File: config.mk
export PLATFORM = sky130hd
export DESIGN_NAME = brb_front_flat
export DESIGN_NICKNAME = d
export VERILOG_FILES = /design/src/hdl/brb_pkg.sv /design/src/hdl/brb_if.sv /design/src/hdl/brb_front.sv /design/src/flat_wrapper.sv
export SDC_FILE = /design/constraint.sdc
export NUM_CORES = 1
export LEC_CHECK = 0
export ABC_CLOCK_PERIOD_IN_PS = 3500
export BUFFER_PORTS_ARGS = -buffer_cell sky130_fd_sc_hd__buf_2
export CORE_MARGIN = 2
export CORE_UTILIZATION = 54
export DETAILED_ROUTE_END_ITERATION = 6
export GPL_TIMING_DRIVEN = 0
export HOLD_SLACK_MARGIN = 0.02
export PLACE_DENSITY = 0.78
export SETUP_SLACK_MARGIN = 0.05
export SLEW_MARGIN = 10
export SYNTH_ARGS = -nofsm -noshare
export SYNTH_HDL_FRONTEND = slang
export SYNTH_SLANG_ARGS = --single-unit
File: constraint.sdc
create_clock -name clk -period 3.5 [get_ports clk]
set_input_delay 0.525 -clock clk [delete_from_list [all_inputs] [get_ports clk]]
set_output_delay 0.525 -clock clk [all_outputs]
set_load 0.005 [all_outputs]
File: src/hdl/brb_pkg.sv
`timescale 1ns / 1ps
`default_nettype none

package brb_pkg;

  localparam int DEPTH     = 1024;
  localparam int AW        = $clog2(DEPTH);
  localparam int CAPW      = AW + 1;
  localparam int MAX_CHUNK = 64;
  localparam int LENW      = 7;
  localparam int QDEPTH    = 4;
  localparam int QAW       = $clog2(QDEPTH);

  localparam logic [CAPW-1:0] CAP_RESET = CAPW'(DEPTH);

  localparam logic REQ_WRITE  = 1'b0;
  localparam logic REQ_READ   = 1'b1;
  localparam logic KIND_WRITE = 1'b0;
  localparam logic KIND_READ  = 1'b1;

  localparam logic [1:0] OP_STORE      = 2'd0;
  localparam logic [1:0] OP_STORE_RESP = 2'd1;
  localparam logic [1:0] OP_RESP       = 2'd2;
  localparam logic [1:0] OP_READ       = 2'd3;

  typedef struct packed {
    logic [1:0]      op;
    logic [AW-1:0]   addr;
    logic [7:0]      data;
    logic [LENW-1:0] len;
    logic            ok;
    logic            kind;
  } cmd_t;

  function automatic logic [AW-1:0] next_pos(input logic [AW-1:0] pos,
                                             input logic [CAPW-1:0] cap);
    logic [CAPW-1:0] inc;
    inc = {1'b0, pos} + CAPW'(1);
    next_pos = (inc >= cap) ? '0 : inc[AW-1:0];
  endfunction

endpackage

`default_nettype wire

File: src/hdl/brb_if.sv
`timescale 1ns / 1ps
`default_nettype none

interface brb_in_if;
  logic       valid;
  logic       ready;
  logic       req_type;
  logic [6:0] chunk_bytes;
  logic [7:0] write_byte;

  modport source (output valid, req_type, chunk_bytes, write_byte, input ready);
  modport sink (input valid, req_type, chunk_bytes, write_byte, output ready);
endinterface


`default_nettype wire

File: src/hdl/brb_front.sv
`timescale 1ns / 1ps
`default_nettype none

module brb_front (
  input  wire logic                      clk,
  input  wire logic                      rst_n,
  input  wire logic [brb_pkg::CAPW-1:0]  cap,
  input  wire logic                      clr,
  brb_in_if.sink                         in_ch,
  input  wire logic                      q_full,
  output logic                           q_push,
  output brb_pkg::cmd_t                  q_cmd
);

  logic [brb_pkg::AW-1:0]   rd_pos_r, rd_pos_nxt;
  logic [brb_pkg::AW-1:0]   wr_pos_r, wr_pos_nxt;
  logic [brb_pkg::CAPW-1:0] used_r, used_nxt;
  logic [brb_pkg::LENW-1:0] left_r, left_nxt;
  logic                     acc_r, acc_nxt;

  logic                     accept;
  logic [brb_pkg::LENW-1:0] len;
  logic                     len_ok;
  logic [brb_pkg::CAPW-1:0] free_bytes;
  logic                     first;
  logic                     acc;
  logic [brb_pkg::LENW-1:0] left;
  logic [brb_pkg::LENW-1:0] left_n;
  logic                     store;
  logic                     rd_fail;
  logic [brb_pkg::CAPW-1:0] rd_sum;
  logic [brb_pkg::CAPW-1:0] rd_wrap;

  assign in_ch.ready = !q_full;
  assign accept      = in_ch.valid && !q_full;
  assign len         = in_ch.chunk_bytes;
  assign len_ok      = (len != '0) && (len <= brb_pkg::LENW'(brb_pkg::MAX_CHUNK));
  assign free_bytes  = (used_r < cap) ? (cap - used_r) : '0;
  assign first       = (left_r == '0);
  assign acc         = first ? (len_ok && (brb_pkg::CAPW'(len) <= free_bytes)) : acc_r;
  assign left        = first ? ((len == '0) ? brb_pkg::LENW'(1) : len) : left_r;
  assign left_n      = left - brb_pkg::LENW'(1);
  assign store       = acc && (used_r < cap);
  assign rd_fail     = !len_ok || (brb_pkg::CAPW'(len) > used_r);
  assign rd_sum      = {1'b0, rd_pos_r} + brb_pkg::CAPW'(len);
  assign rd_wrap     = (rd_sum >= cap) ? (rd_sum - cap) : rd_sum;

  always_comb begin
    rd_pos_nxt = rd_pos_r;
    wr_pos_nxt = wr_pos_r;
    used_nxt   = used_r;
    left_nxt   = left_r;
    acc_nxt    = acc_r;
    q_push     = 1'b0;
    q_cmd.op   = brb_pkg::OP_RESP;
    q_cmd.addr = wr_pos_r;
    q_cmd.data = in_ch.write_byte;
    q_cmd.len  = len;
    q_cmd.ok   = 1'b0;
    q_cmd.kind = brb_pkg::KIND_WRITE;
    if (accept) begin
      if (in_ch.req_type == brb_pkg::REQ_WRITE) begin
        left_nxt = left_n;
        acc_nxt  = (left_n == '0) ? 1'b0 : acc;
        q_cmd.ok = acc;
        if (store) begin
          wr_pos_nxt = brb_pkg::next_pos(wr_pos_r, cap);
          used_nxt   = used_r + brb_pkg::CAPW'(1);
        end
        if (store && left_n == '0) begin
          q_push   = 1'b1;
          q_cmd.op = brb_pkg::OP_STORE_RESP;
        end else if (store) begin
          q_push   = 1'b1;
          q_cmd.op = brb_pkg::OP_STORE;
        end else if (left_n == '0) begin
          q_push   = 1'b1;
          q_cmd.op = brb_pkg::OP_RESP;
        end
      end else begin
        q_push     = 1'b1;
        q_cmd.kind = brb_pkg::KIND_READ;
        if (rd_fail) begin
          q_cmd.op = brb_pkg::OP_RESP;
          q_cmd.ok = 1'b0;
        end else begin
          q_cmd.op   = brb_pkg::OP_READ;
          q_cmd.addr = rd_pos_r;
          q_cmd.ok   = 1'b1;
          rd_pos_nxt = rd_wrap[brb_pkg::AW-1:0];
          used_nxt   = used_r - brb_pkg::CAPW'(len);
        end
      end
    end
  end

  always_ff @(posedge clk) begin
    if (!rst_n || clr) begin
      rd_pos_r <= '0;
      wr_pos_r <= '0;
      used_r   <= '0;
      left_r   <= '0;
      acc_r    <= 1'b0;
    end else begin
      rd_pos_r <= rd_pos_nxt;
      wr_pos_r <= wr_pos_nxt;
      used_r   <= used_nxt;
      left_r   <= left_nxt;
      acc_r    <= acc_nxt;
    end
  end

endmodule

`default_nettype wire

File: src/flat_wrapper.sv
// flat-port wrapper written by rule: the top's interface ports become plain ports
module brb_front_flat 
  (clk, rst_n, cap, clr, q_full, q_push, q_cmd, in_ch_valid, in_ch_req_type, in_ch_chunk_bytes, in_ch_write_byte, in_ch_ready);
  brb_in_if in_ch_i ();
  input  wire logic clk;
  input  wire logic rst_n;
  input  wire logic [brb_pkg::CAPW-1:0] cap;
  input  wire logic clr;
  input  wire logic q_full;
  output logic q_push;
  output brb_pkg::cmd_t q_cmd;
  input wire logic [$bits(in_ch_i.valid)-1:0] in_ch_valid;
  input wire logic [$bits(in_ch_i.req_type)-1:0] in_ch_req_type;
  input wire logic [$bits(in_ch_i.chunk_bytes)-1:0] in_ch_chunk_bytes;
  input wire logic [$bits(in_ch_i.write_byte)-1:0] in_ch_write_byte;
  output wire logic [$bits(in_ch_i.ready)-1:0] in_ch_ready;
  assign in_ch_i.valid = in_ch_valid;
  assign in_ch_i.req_type = in_ch_req_type;
  assign in_ch_i.chunk_bytes = in_ch_chunk_bytes;
  assign in_ch_i.write_byte = in_ch_write_byte;
  assign in_ch_ready = in_ch_i.ready;
  brb_front u_core (.clk(clk), .rst_n(rst_n), .cap(cap), .clr(clr), .in_ch(in_ch_i), .q_full(q_full), .q_push(q_push), .q_cmd(q_cmd));
endmodule
==> flow_summary_export.csv <==
group,metric,value,unit
yosys,ys_ff_latch,39,
drt,ant_nets,0,
clock_network,insertion_delay,0.31,ns
worst_setup_path,crit_type,"reg2out",
drt,first_pass_iters,5,
yosys,yosysUniqueCellTypes,70,
clock_network,hold_buffers,0,
yosys,seq_area_frac_synth,16.3,%
yosys,synth_area_leader_cell,"dfxtp_1",
yosys,synth-edff-count,0,
final_layout,antenna_cells,0,
run_status,violations,"negative setup slack",
yosys,async_reset_ff_share,0,%
drt,post-route-drc-count,0,
yosys,synth_common_cells,"73 x nand2_1, 58 x ha_1, 52 x a21oi_1",
final_layout,layout-drive-gt1-share,36.6,%
placed_design,gp_congestion,0.909,
sta,final.setup.worst_slack,-0.621,ns
global_route,track_usage,32.1,%
yosys,syn_area_per_cell,7.50,um^2
yosys,ys_warn_count,0,
sta,finalMaxSlewViolations,0,
clock_network,cts.path.max_buffers,2,
sta,worstMarginPinSlew,0.972,ns
clock_network,cts_made_buffers,5,
die,num_rows,34,
yosys,ys.flop_type,"dfxtp_1",
clock_network,path_clk_slew,0.08,ns
pwr,leakagePower,2.92,nW
sta,fin_hold_ws,0.475,ns
yosys,synth_most_common_cell,"nand2_1",
sta,setup_tns,-6.18,ns
global_route,grt_overflow,0,
clock_network,clock_sinks,39,
die,die_h,98.1,um
die,core-area,8640,um^2
global_route,grt_pass1_vias,5329,
sta,setup_violations,33,
worst_setup_path,endpoint_kind,"output pin",
final_layout,final_cells,878,
yosys,yosys-top-cells-area,"dfxtp_1 16%, ha_1 15%, nand2_1 5.7%",
drt,wirelength,17300,um
clock_network,cts_root_buffer,"clkbuf_8",
yosys,synth_area,4780,um^2
sta,period_minus_slack,4.12,ns
global_route,grt_pass1_wl,25200,um
sta,fmax,243,MHz
die,die_x,98.1,um
final_layout,fillers,586,
placed_design,portBuffers,54,
sta,maxSlewHeadroom,35.2,%
hold_path,hold_class,"reg2reg",
die,ios,63,
die,dieArea,9610,um^2
die,start_util,55.3,%
clock_network,tritoncts,"built",
global_route,grt_max_degree,14,
pwr,power,1.40,mW
run_status,status,"complete, but fails checks",
job,drv_cap,0,
clock_network,h-tree-depth,2,
placed_design,place_ws,-0.862,ns
drt,via_per_inst,6.41,
pwr,p_per_area,213,nW/um^2
sta,fin_crit_sh,118,%
worst_setup_path,cp-start-kind,"register",
sta,finalHoldViolCount,0,
worst_setup_path,path_max_fanout,6,
drt,routedWlPerCell,19.7,um
yosys,synth_fp_nets,731,
pwr,vdd_drop_max,0.188,mV
drt,drtIter0Drc,422,
placed_design,post-dp-hpwl,11200,um
yosys,synth_cells,637,
global_route,antenna_found_initial,0,
final_layout,fin_nets,863,
yosys,synth_top_area_share,16.3,%
sta,rsz0062_at_grt,"true",
final_layout,area_growth,37.6,%
sta,finalClockSkew,0.0189,ns
placed_design,placed_cells,799,
drt,vias,5628,
worst_setup_path,arrival,3.60,ns
worst_setup_path,crit_required,2.97,ns
kinds of logic after synthesis:
logic type / Yosys count / synth area share, %
flip-flops: 39 / 16.3
XOR/XNOR: 35 / 6.42
buffers and inverters: 85 / 8.80
AND/OR/NAND/NOR: 217 / 22.9
multiplexers: 12 / 2.54
adder cells (fa/ha/maj): 62 / 16.9
AO/OA/AOI/OAI: 187 / 26.1
placed cells by master, fill, tap and decap left out, drive strengths merged, types with 8 or more instances in the layout:
master,count
or3,8
mux2i,11
inv,45
dfxtp,39
xnor2,21
a211oi,9
nor2b,14
buf,148
a31oi,10
o21ai,40
nand3,18
a21o,14
nor2,35
nand2,74
nor3,14
and3,12
ha,58
a21oi,55
xor2,14
clkbuf,22
critical path: stages (launching register included):
cell	delay [ns]
dfxtp_4	0.40
ha_4	0.14
inv_2	0.03
fa_2	0.36
buf_4	0.16
a211oi_4	0.27
o21ai_2	0.12
xor2_1	0.15
nand2_1	0.10
ha_1	0.31
nand4_1	0.11
o22a_1	0.15
o31ai_2	0.09
a2111o_1	0.37
and3_4	0.19
inv_8	0.07
buf_12	0.10
o21ai_2	0.05
buf_2	0.13
final cells by class:
class / instances / area [um^2] / area share (%)
Tap cell: 108 / 135 / 2.06
Clock buffer: 5 / 68.8 / 1.05
Sequential cell: 39 / 807 / 12.3
Clock inverter: 3 / 43.8 / 0.666
Timing Repair Buffer: 130 / 915 / 13.9
Buffer: 35 / 238 / 3.62
Inverter: 45 / 194 / 2.95
Multi-Input combinational cell: 513 / 4170 / 63.5
power breakdown:
part | total, mW | internal [mW] | switching, mW | leakage [nW]
Combinational | 0.556 | 0.256 | 0.301 | 2.54
Sequential | 0.445 | 0.442 | 0.00295 | 0.321
Clock | 0.401 | 0.213 | 0.188 | 0.0581
registers in the layout, indices dropped and copies added, names as in the netlist:
name,cells
u_core.acc_r,1
u_core.left_r,7
u_core.rd_pos_r,10
u_core.used_r,11
u_core.wr_pos_r,10
through the flow:
stage          area [um^2]  util (%)
2_1_floorplan         4940         -
3_3_place_gp          5340      61.9
3_5_place_dp          5340      61.9
4_1_cts               6140      71.1
5_1_grt               6570      76.1
6_report              6570      76.1
path summary, 6_finish.rpt:
path | start | end | slack (ns) | cells after the start
worst min register to register | u_core.used_r[10] | u_core.used_r[10] | 0.47 | 2
worst max-delay path | u_core.used_r[0] | q_cmd[27] | -0.62 | 18
worst min-delay path | u_core.used_r[10] | u_core.used_r[10] | 0.47 | 2
worst max register to register | u_core.used_r[0] | u_core.used_r[6] | -0.29 | 19
layer usage:
metal	GRT usage [%]	wire [um]
met3	4.01	1290
met5	0	0
met2	54.9	8390
met4	21.0	1190
met1	37.7	6470
timing repair:
item,CTS,global route
setup endpoints to repair,44,45
buffers inserted,47,32
endpoints found under the hold margin,0,0
gates cloned,1,1
resized for setup,90,64
pin swaps,43,42
Power figures use the tool's default switching activity.
