`src/hdl/brb_pkg.sv`:
```
`timescale 1ns / 1ps
`default_nettype none

package brb_pkg;

  localparam int DEPTH     = 1024;
  localparam int AW        = $clog2(DEPTH);
  localparam int CAPW      = AW + 1;
  localparam int MAX_CHUNK = 64;
  localparam int LENW      = 7;
  localparam int QDEPTH    = 4;
  localparam int QAW       = $clog2(QDEPTH);

  localparam logic [CAPW-1:0] CAP_RESET = CAPW'(DEPTH);

  localparam logic REQ_WRITE  = 1'b0;
  localparam logic REQ_READ   = 1'b1;
  localparam logic KIND_WRITE = 1'b0;
  localparam logic KIND_READ  = 1'b1;

  localparam logic [1:0] OP_STORE      = 2'd0;
  localparam logic [1:0] OP_STORE_RESP = 2'd1;
  localparam logic [1:0] OP_RESP       = 2'd2;
  localparam logic [1:0] OP_READ       = 2'd3;

  typedef struct packed {
    logic [1:0]      op;
    logic [AW-1:0]   addr;
    logic [7:0]      data;
    logic [LENW-1:0] len;
    logic            ok;
    logic            kind;
  } cmd_t;

  function automatic logic [AW-1:0] next_pos(input logic [AW-1:0] pos,
                                             input logic [CAPW-1:0] cap);
    logic [CAPW-1:0] inc;
    inc = {1'b0, pos} + CAPW'(1);
    next_pos = (inc >= cap) ? '0 : inc[AW-1:0];
  endfunction

endpackage

`default_nettype wire

```
`src/hdl/brb_queue.sv`:
```
`timescale 1ns / 1ps
`default_nettype none

module brb_queue (
  input  wire logic          clk,
  input  wire logic          rst_n,
  input  wire logic          push,
  input  wire brb_pkg::cmd_t wdata,
  input  wire logic          pop,
  output brb_pkg::cmd_t      rdata,
  output logic               full,
  output logic               empty
);

  brb_pkg::cmd_t           q_r [brb_pkg::QDEPTH];
  logic [brb_pkg::QAW-1:0] wp_r, wp_nxt;
  logic [brb_pkg::QAW-1:0] rp_r, rp_nxt;
  logic [brb_pkg::QAW:0]   cnt_r, cnt_nxt;

  assign full  = (cnt_r == (brb_pkg::QAW+1)'(brb_pkg::QDEPTH));
  assign empty = (cnt_r == '0);
  assign rdata = q_r[rp_r];

  always_comb begin
    wp_nxt  = push ? wp_r + brb_pkg::QAW'(1) : wp_r;
    rp_nxt  = pop ? rp_r + brb_pkg::QAW'(1) : rp_r;
    cnt_nxt = cnt_r;
    if (push && !pop) begin
      cnt_nxt = cnt_r + (brb_pkg::QAW+1)'(1);
    end else if (pop && !push) begin
      cnt_nxt = cnt_r - (brb_pkg::QAW+1)'(1);
    end
  end

  always_ff @(posedge clk) begin
    if (push) begin
      q_r[wp_r] <= wdata;
    end
  end

  always_ff @(posedge clk) begin
    if (!rst_n) begin
      wp_r  <= '0;
      rp_r  <= '0;
      cnt_r <= '0;
    end else begin
      wp_r  <= wp_nxt;
      rp_r  <= rp_nxt;
      cnt_r <= cnt_nxt;
    end
  end

endmodule

`default_nettype wire

```
`config.mk`:
```
export PLATFORM = sky130hd
export DESIGN_NAME = brb_queue
export DESIGN_NICKNAME = d
export VERILOG_FILES = /design/src/hdl/brb_pkg.sv /design/src/hdl/brb_queue.sv
export SDC_FILE = /design/constraint.sdc
export NUM_CORES = 1
export LEC_CHECK = 0
export BUFFER_PORTS_ARGS = -buffer_cell sky130_fd_sc_hd__buf_2
export CAP_MARGIN = 30
export CORE_AREA = 4 4 102 104
export DETAILED_ROUTE_END_ITERATION = 8
export DIE_AREA = 0 0 106 108
export PLACE_DENSITY = 0.71
export SYNTH_ARGS = -nofsm -noshare
export SYNTH_HDL_FRONTEND = slang
export SYNTH_SLANG_ARGS = --single-unit
```
`constraint.sdc`:
```
create_clock -name clk -period 5.25 [get_ports clk]
set_clock_uncertainty 0.05 [all_clocks]
set_input_delay 0.525 -clock clk [delete_from_list [all_inputs] [get_ports clk]]
set_output_delay 0.525 -clock clk [all_outputs]
set_load 0.005 [all_outputs]
```
==> results.py, run 1 <==
metrics = {
    "clock_network": {
        "cts.htree.levels": 4,
        "cts.sinks": 125,
        "cts_root_buf": "clkbuf_8",
        "clkTransAtPathRegs_ns": 0.05,
        "cts_buffer_depth": 2,
        "insertion_delay_ns": 0.50,
        "cts_buffers": 17,
        "cts_resized": 0,
        "postCtsSetupBuffers": 0,
        "ctsHoldBuffers": 0,
        "cts_tree": "built",
    },
    "timing": {
        "hold_violations": 0,
        "fin_ws_ns": 2.68,
        "timing.final.crit_period_ns": 2.57,
        "worst_pin_slew_ns": 0.816,
        "finalSetupViolations": 0,
        "max_freq_ghz": 0.389,
        "slew-limit-headroom_pct": 45.6,
        "grt_setup_unrepaired": "no",
        "slew_violations": 0,
        "min_period_over_period_pct": 48.9,
        "setup_tns_ns": 0,
    },
    "placement": {
        "dp_slack_ns": 3.16,
        "io_buffers": 63,
        "gp_congestion": 0.657,
        "dp_hpwl_mm": 4.43,
        "dp.cells": 385,
    },
    "critical_path": {
        "arrival_ns": 1.99,
        "r2r_start": "wp_r[0]",
        "r2r-end": "q_r[2][18]",
        "ff2ff_path_depth": 3,
        "crit_path_end_kind": "primary output",
        "crit_path_start_kind": "flip-flop",
        "crit_type": "flip-flop to primary output",
        "reg2reg_setup_slack_ns": 3.57,
        "cp_max_fo": 22,
        "crit_required_ns": 4.68,
    },
    "global_routing": {
        "grt_max_degree": 30,
        "grt_pass1_vias": 2272,
        "grt_remaining_overflow": 0,
        "antenna_found_initial": 1,
        "grt_pass1_wl_mm": 12.0,
        "grt_usage_pct": 14.8,
    },
    "logic_synthesis": {
        "seq_area_frac_synth_pct": 79.0,
        "yosys_warnings": 0,
        "synth_cells": 194,
        "synth_top_area_cell": "edfxtp_1",
        "synthDistinctLibCells": 23,
        "synth_nets": 233,
        "ys_top_cells_by_area": "edfxtp_1 75%, mux4_2 14%, dfxtp_1 3.9%, ha_1 1.3%, and2_1 1.2%",
        "syn_area_sq_mm": 0.00464,
        "avgSynthCellArea_sq_um": 23.9,
        "synth_top_area_share_pct": 75.1,
        "ys_ff_latch": 125,
    },
    "die": {
        "ios": 64,
        "fp.dieW_um": 106,
        "start_util_pct": 48.6,
        "dieArea_sq_mm": 0.0114,
        "die_y_um": 108,
        "core_sq_mm": 0.00955,
        "rows": 36,
    },
    "detailed_routing": {
        "drt_iter0_drc": 90,
        "detail_route.wl_per_cell_um": 18.2,
        "routed_wl_mm": 7.59,
        "first_pass_iters": 4,
        "antenna_left": 0,
        "via_per_inst": 5.05,
        "route.detailed.drc": 0,
        "num_vias": 2102,
    },
    "pwr": {
        "pwr-share-seq_pct": 48.0,
        "p_clk_share_pct": 44.4,
        "switching_share_pct": 20.0,
        "combPwrFrac_pct": 7.7,
        "p_leak_uw": 0.00196,
        "p_int_uw": 1950,
        "ir_worst_vdd_uv": 241,
        "p_per_area_mw_per_mm2": 433,
        "p_switching_uw": 488,
    },
    "layout": {
        "final_common_cell": "edfxtp_1",
        "drive_above_1_share_pct": 43.1,
        "fin_nets": 310,
        "diodes": 0,
        "area_growth_pct": 21.7,
        "stdcell_count": 416,
        "fin_util_pct": 59.1,
        "layout_common_cells": "116 x edfxtp_1, 63 x buf_2, 28 x mux4_2, 16 x clkbuf_16, 7 x dfxtp_1",
        "num-fill-cells": 720,
    },
    "job": {
        "drv_cap": 0,
    },
    "hold_path": {
        "hp-class": "input port to flip-flop",
        "min-delay-start": "wdata[24]",
        "hold_depth": 1,
        "whs_endpoint": "q_r[0][24]",
    },
    "run_status": {
        "outcome": "finished clean",
    },
}
## stage by stage
stage / total power (uW) / instance area (sq um) / hold slack, ns
after global routing: 2550 / 5650 / 0.151
after CTS: 2470 / 5650 / 0.158
after global placement: 1380 / 5070 / 0.446
final: 2440 / 5650 / 0.185
after floorplan: 1300 / 4640 / 0.422
after detailed placement: 1380 / 5090 / 0.465
## kinds of logic after synthesis
kind of cell | after synthesis | synth area share, %
buf+inv | 10 | 1.46
simple gates | 15 | 1.97
mux | 31 | 14.6
compound gates | 2 | 0.270
xor+xnor | 5 | 0.944
fa+ha+maj | 6 | 1.78
flops | 125 | 79.0
## cell usage after synthesis
cell type / instances
edfxtp_1: 116
mux4_2: 28
and2_1: 9
dfxtp_1: 9
ha_1: 5
inv_1: 4
xor2_1: 3
buf_2: 2
mux2i_1: 2
nor2b_1: 2
xnor2_1: 2
a21boi_0: 1
buf_12: 1
buf_4: 1
buf_6: 1
clkbuf_1: 1
fa_1: 1
mux4_1: 1
nand2_1: 1
nor3_1: 1
nor3b_1: 1
o21ai_0: 1
or3_1: 1
## power groups by stage
stage / sequential (uW) / combinational [uW] / clock (uW)
finish: 1170 / 187 / 1080
global route: 1180 / 209 / 1160
CTS: 1170 / 193 / 1110
detailed placement: 1190 / 192 / 0
global placement: 1200 / 176 / 0
floorplan: 1180 / 123 / 0
## how the worst max path moves through the flow
stage          depth (start not counted)         to      start
4_1_cts                                3  rdata[26]  flip-flop
2_1_floorplan                          7   cnt_r[2]        pop
6_report                               3  rdata[26]  flip-flop
5_1_grt                                3  rdata[26]  flip-flop
3_3_place_gp                           2  rdata[24]  flip-flop
3_5_place_dp                           7   cnt_r[2]       push
## flip-flops by register name, indices dropped and copies added, names as in the netlist, named ones only
name / count
q_r: 116
wp_r: 2
rp_r: 2
cnt_r: 3
## layer usage
layer,share of wire [%],GRT usage (%),routed length (um)
met1,41,17.4,3100
met2,50,23.5,3780
met3,8.0,7.76,610
met4,1.1,5.27,83
met5,0.16,0,12
## critical path, stage by stage, from the launching register on
cell	delay, ns
dfxtp_2	0.52
buf_12	0.27
mux4_2	0.55
buf_2	0.15
## area by class of cell
cell class	instances	area (sq um)	area share (%)
clock inverter	11	125	2.22
timing repair buffer	64	335	5.94
multi-input combinational	59	912	16.2
sequential	125	3670	64.9
tap	133	166	2.95
clock buffer	20	425	7.54
inverter	4	15.0	0.266
Power figures use the tool's default switching activity.
==> run 2, diff against run 1 <==
- PLACE_DENSITY: 0.71 -> 0.74
- clock period: 5.25 -> 2.35 ns (I/O delays scaled with it)
==> results.py, run 2 (synthesis gave the netlist of run 1 again) <==
metrics = {
    "clock_network": {
        "cts_root_buf": "clkbuf_8",
        "cts_buffers": 17,
        "cts.htree.levels": 4,
        "cts_buffer_depth": 2,
        "cts.sinks": 125,
        "clkTransAtPathRegs_ns": 0.05,
        "insertion_delay_ns": 0.50,
        "cts_tree": "built",
    },
    "placement": {
        "gp_congestion": 0.688,
        "dp_hpwl_mm": 5.06,
        "io_buffers": 63,
    },
    "pwr": {
        "p_per_area_mw_per_mm2": 934,
        "p_int_uw": 4530,
        "power_uw": 5670,
        "ir_worst_vdd_uv": 549,
        "p_switching_uw": 1140,
        "p_leak_uw": 0.00213,
        "pwr-share-seq_pct": 45.9,
        "p_clk_share_pct": 45.3,
        "combPwrFrac_pct": 8.8,
        "switching_share_pct": 20.1,
    },
    "global_routing": {
        "grt_usage_pct": 15.9,
        "grt_remaining_overflow": 0,
        "antenna_found_initial": 0,
        "grt_pass1_wl_mm": 13.2,
        "grt_pass1_vias": 2511,
        "grt_max_degree": 30,
    },
    "critical_path": {
        "path_cells": "buf_4, mux4_2, buf_2",
        "cp.depth": 3,
        "crit_path_start_kind": "flip-flop",
        "crit_type": "flip-flop to primary output",
        "reg2reg_setup_slack_ns": 0.71,
        "r2r-end": "q_r[2][7]",
        "ff2ff_path_depth": 3,
        "path_delay_family": "multiplexers",
        "cp_max_fo": 15,
        "crit_path_end_kind": "primary output",
        "arrival_ns": 1.84,
        "worst-path-buf-inv": 2,
        "cp_slowest_stage_delay_ns": 0.57,
        "cp-endpoint": "rdata[0]",
        "r2r_start": "wp_r[0]",
        "cpMaxStageDelayCell": "mux4_2",
        "crit_required_ns": 2.07,
    },
    "detailed_routing": {
        "drt_iter0_drc": 95,
        "first_pass_iters": 5,
        "detail_route.wl_per_cell_um": 18.0,
        "via_per_inst": 4.97,
        "routed_wl_mm": 8.12,
        "route.detailed.drc": 0,
        "antenna_left": 0,
        "num_vias": 2248,
    },
    "timing": {
        "setup_tns_ns": 0,
        "worst_pin_slew_ns": 0.755,
        "timing.final.crit_period_ns": 2.12,
        "finalSetupViolations": 0,
        "hold_violations": 0,
        "slew_violations": 0,
        "slew-limit-headroom_pct": 49.7,
        "grt_setup_unrepaired": "no",
        "min_period_over_period_pct": 90.4,
        "max_freq_ghz": 0.471,
        "hold_slack_ns": 0.0494,
    },
    "die": {
        "dieArea_sq_mm": 0.0114,
        "start_util_pct": 48.6,
        "die_y_um": 108,
        "rows": 36,
        "fp.dieW_um": 106,
        "ios": 64,
        "core_sq_mm": 0.00955,
    },
    "run_status": {
        "outcome": "finished clean",
    },
    "layout": {
        "largest-register": "q_r",
        "area_growth_pct": 30.7,
        "final_common_cell": "edfxtp_1",
        "fin_nets": 345,
        "largest_reg_flops": 116,
        "diodes": 0,
        "layout_common_cells": "116 x edfxtp_1, 63 x buf_2, 30 x dlygate4sd3_1, 28 x mux4_2, 16 x clkbuf_16",
        "drive_above_1_share_pct": 40.8,
        "top_regs": "q_r x116, cnt_r x3",
    },
    "job": {
        "drv_cap": 0,
    },
    "hold_path": {
        "hp-class": "input port to flip-flop",
    },
}
run 2: per-stage QoR:
stage	util, %	setup slack (ns)	area, sq um	std cells
2_1_floorplan	-	0.649	4640	194
4_1_cts	63.5	0.165	6060	452
6_report	63.5	0.226	6060	452
3_5_place_dp	54.1	0.554	5170	390
5_1_grt	63.5	0.105	6060	452
3_3_place_gp	54.1	0.621	5170	390
run 2: worst min path at each step:
stage          startpoint    endpoint  slack (ns)  depth (start not counted)
3_5_place_dp    wdata[18]  q_r[3][18]        0.40                          1
4_1_cts               pop   flip-flop        0.03                          3
6_report              pop   flip-flop        0.05                          3
3_3_place_gp    wdata[10]  q_r[3][10]        0.40                          1
2_1_floorplan    wdata[0]   q_r[0][0]        0.28                          0
5_1_grt               pop   flip-flop        0.06                          3
run 2: cell type report:
cell class,count,area [sq um]
flip-flops and latches,125,3670
fillers,680,3490
well taps,133,166
multi-input cells,59,912
repair buffers,99,711
clock buffers,18,418
clock inverters,14,175
inverters,4,15.0
run 2: what timing repair did:
item | CTS | global route
resized for setup | 0 | 0
endpoints found under the hold margin | 123 | 0
hold buffers | 30 | 0
setup buffers | 0 | 0
run 2: tightest hold or removal path: stages:
cell    delay [ns]
buf_2         0.10
xor2_1        0.07
and2_1        0.15
run 2: power by group through the flow:
stage	logic, uW	clock network [uW]	registers, uW
3_5_place_dp	468	0	2650
4_1_cts	512	2610	2600
3_3_place_gp	462	0	2640
5_1_grt	550	2740	2610
6_report	498	2570	2600
2_1_floorplan	276	0	2630
run 2: per-layer routing:
metal	GRT usage, %	share of wire [%]	vias to the layer above
met5	0	0	-
met4	5.83	0.21	0
met3	5.55	5.3	2
met2	25.4	50	63
met1	20.6	44	1154
li1	-	-	1029
==> run 3, diff against run 2 <==
- ABC_AREA: default -> 1
- CORE_AREA: 4 4 102 104 -> 4 4 104 106
- CTS_CLUSTER_DIAMETER: default -> 80
- DIE_AREA: 0 0 106 108 -> 0 0 108 110
- PLACE_DENSITY: 0.74 -> 0.75
==> results.py, run 3 <==
metrics = {
    "pwr": {
        "p_leak_uw": 0.00233,
        "p_per_area_mw_per_mm2": 907,
        "p_clk_share_pct": 46.2,
        "combPwrFrac_pct": 8.9,
        "pwr-share-seq_pct": 45.0,
        "ir_worst_vdd_uv": 488,
        "switching_share_pct": 21.8,
        "p_switching_uw": 1250,
        "p_int_uw": 4470,
    },
    "logic_synthesis": {
        "syn_area_sq_mm": 0.00490,
        "synthTopCellsByCount": "116 x edfxtp_1, 54 x o21ai_0, 44 x nor2_1",
        "postSynth.asyncResetShare_pct": 0,
        "synth_cells": 339,
        "synth_top_area_cell": "edfxtp_1",
        "yosys_warnings": 0,
        "seq_area_frac_synth_pct": 74.8,
        "synth_edf_count": 116,
        "ys.flop_type": "edfxtp_1",
        "synth_top_area_share_pct": 71.1,
        "ys_ff_latch": 125,
        "synthDistinctLibCells": 21,
        "avgSynthCellArea_sq_um": 14.4,
        "synth_nets": 378,
        "ys_top_cells_by_area": "edfxtp_1 71%, o21ai_0 5.5%, o22ai_2 4.9%, dfxtp_1 3.7%, nor2_1 3.4%",
        "synth.most_common_cell": "edfxtp_1",
    },
    "clock_network": {
        "cts_buffer_depth": 2,
        "clkTransAtPathRegs_ns": 0.06,
        "insertion_delay_ns": 0.51,
        "ctsHoldBuffers": 30,
        "cts.sinks": 125,
        "cts_buffers": 17,
        "cts_resized": 0,
        "cts_root_buf": "clkbuf_8",
        "postCtsSetupBuffers": 0,
        "cts.htree.levels": 4,
        "cts_tree": "built",
    },
    "detailed_routing": {
        "detail_route.wl_per_cell_um": 16.8,
        "route.detailed.drc": 0,
        "antenna_left": 0,
        "routed_wl_mm": 9.94,
        "num_vias": 3035,
        "drt_iter0_drc": 162,
        "first_pass_iters": 4,
        "via_per_inst": 5.13,
    },
    "die": {
        "rows": 36,
        "core_sq_mm": 0.00977,
        "start_util_pct": 50.1,
        "die_y_um": 110,
        "fp.dieW_um": 108,
        "ios": 64,
        "dieArea_sq_mm": 0.0119,
    },
    "layout": {
        "seq_area_sq_mm": 0.00366,
        "fin_nets": 485,
        "multiInputGateArea_sq_mm": 0.00106,
        "top_regs": "q_r x116, cnt_r x3",
        "num-fill-cells": 742,
        "layout_common_cells": "116 x edfxtp_1, 63 x buf_2, 54 x o21ai_0, 44 x nor2_1, 30 x dlygate4sd3_1",
        "area_growth_pct": 28.8,
        "final_common_cell": "edfxtp_1",
        "largest_reg_flops": 116,
        "largest-register": "q_r",
        "drive_above_1_share_pct": 32.2,
        "diodes": 0,
    },
    "global_routing": {
        "grt_remaining_overflow": 0,
        "grt_usage_pct": 17.8,
        "antenna_found_initial": 0,
        "grt_pass1_vias": 3119,
        "grt_max_degree": 39,
        "grt_pass1_wl_mm": 15.7,
    },
    "timing": {
        "fin_ws_ns": 0.169,
        "min_period_over_period_pct": 92.8,
        "slew_violations": 0,
        "max_freq_ghz": 0.458,
        "finalSetupViolations": 0,
        "slew-limit-headroom_pct": 66.8,
        "setup_tns_ns": 0,
        "hold_violations": 0,
        "worst_pin_slew_ns": 0.498,
        "timing.final.crit_period_ns": 2.18,
        "grt_setup_unrepaired": "no",
    },
    "critical_path": {
        "ff2ff_path_depth": 5,
        "reg2reg_setup_slack_ns": 0.82,
        "cp_max_fo": 29,
        "arrival_ns": 1.90,
        "crit_required_ns": 2.07,
        "r2r_start": "wp_r[0]",
        "crit_path_start_kind": "flip-flop",
        "r2r-end": "q_r[0][10]",
        "crit_path_end_kind": "primary output",
        "crit_type": "flip-flop to primary output",
    },
    "hold_path": {
        "whs_endpoint": "rp_r[0]",
        "hold_depth": 3,
        "hp-class": "input port to flip-flop",
        "min-delay-start": "pop",
    },
    "placement": {
        "io_buffers": 63,
        "dp_slack_ns": 0.732,
        "gp_congestion": 0.716,
        "dp_hpwl_mm": 6.09,
    },
    "run_status": {
        "outcome": "finished clean",
    },
    "job": {
        "drv_cap": 0,
    },
}
[run 3: changes by cell type after synthesis, moves of 11 or more]
cell	change
nor2_2	+19
o22ai_2	+19
o21ai_0	+53
nor2_1	+44
inv_1	+11
mux4_2	-28
[run 3: power groups by stage]
| stage | Clock, uW | Sequential, uW | Combinational (uW) |
|---|---|---|---|
| 6_report | 2640 | 2570 | 507 |
| 5_1_grt | 2780 | 2580 | 566 |
| 4_1_cts | 2680 | 2570 | 517 |
| 3_5_place_dp | 0 | 2620 | 475 |
| 3_3_place_gp | 0 | 2610 | 461 |
| 2_1_floorplan | 0 | 2610 | 272 |
[run 3: area by class of cell]
type	instances	share of cell area (%)
flip-flops and latches	125	58.1
multi-input cells	179	16.8
clock buffers	17	6.57
inverters	17	1.01
repair buffers	106	11.7
well taps	133	2.64
clock inverters	15	3.12
[run 3: metrics by stage]
stage	std cells	power, uW	instance area [sq um]	utilization (%)	hold slack (ns)
floorplan	339	2880	4900	-	0.284
CTS	592	5770	6310	64.5	0.00179
global route	592	5920	6310	64.5	0.0405
global placement	530	3070	5400	55.2	0.394
detailed placement	530	3090	5400	55.2	0.405
finish	592	5720	6310	64.5	0.0212
[run 3: cells by family after synthesis]
group           Yosys count  share of synthesized area (%)
flops                   125                           74.8
compound gates           97                           13.1
simple gates             76                           6.92
buf+inv                  35                           3.50
fa+ha+maj                 6                           1.69
[run 3: how the worst max path moves through the flow]
stage / end / slack (ns) / cells past startpoint
4_1_cts: rdata[20] / 0.13 / 4
6_report: rdata[20] / 0.17 / 4
5_1_grt: rdata[20] / 0.03 / 4
3_3_place_gp: rdata[23] / 0.74 / 4
3_5_place_dp: rdata[0] / 0.73 / 4
2_1_floorplan: q_r[2][0] / 0.75 / 4
[run 3: worst max-delay path: stages, from the launching register on]
cell and delay [ns]:
dfxtp_1 0.41, inv_2 0.42, o21ai_0 0.24, o22ai_2 0.17, buf_2 0.14
[run 3: layer usage]
| layer | track usage (%) | share of wire (%) |
|---|---|---|
| met1 | 22.6 | 43 |
| met2 | 29.8 | 50 |
| met3 | 5.36 | 5.8 |
| met4 | 5.32 | 0.69 |
| met5 | 0 | 0 |
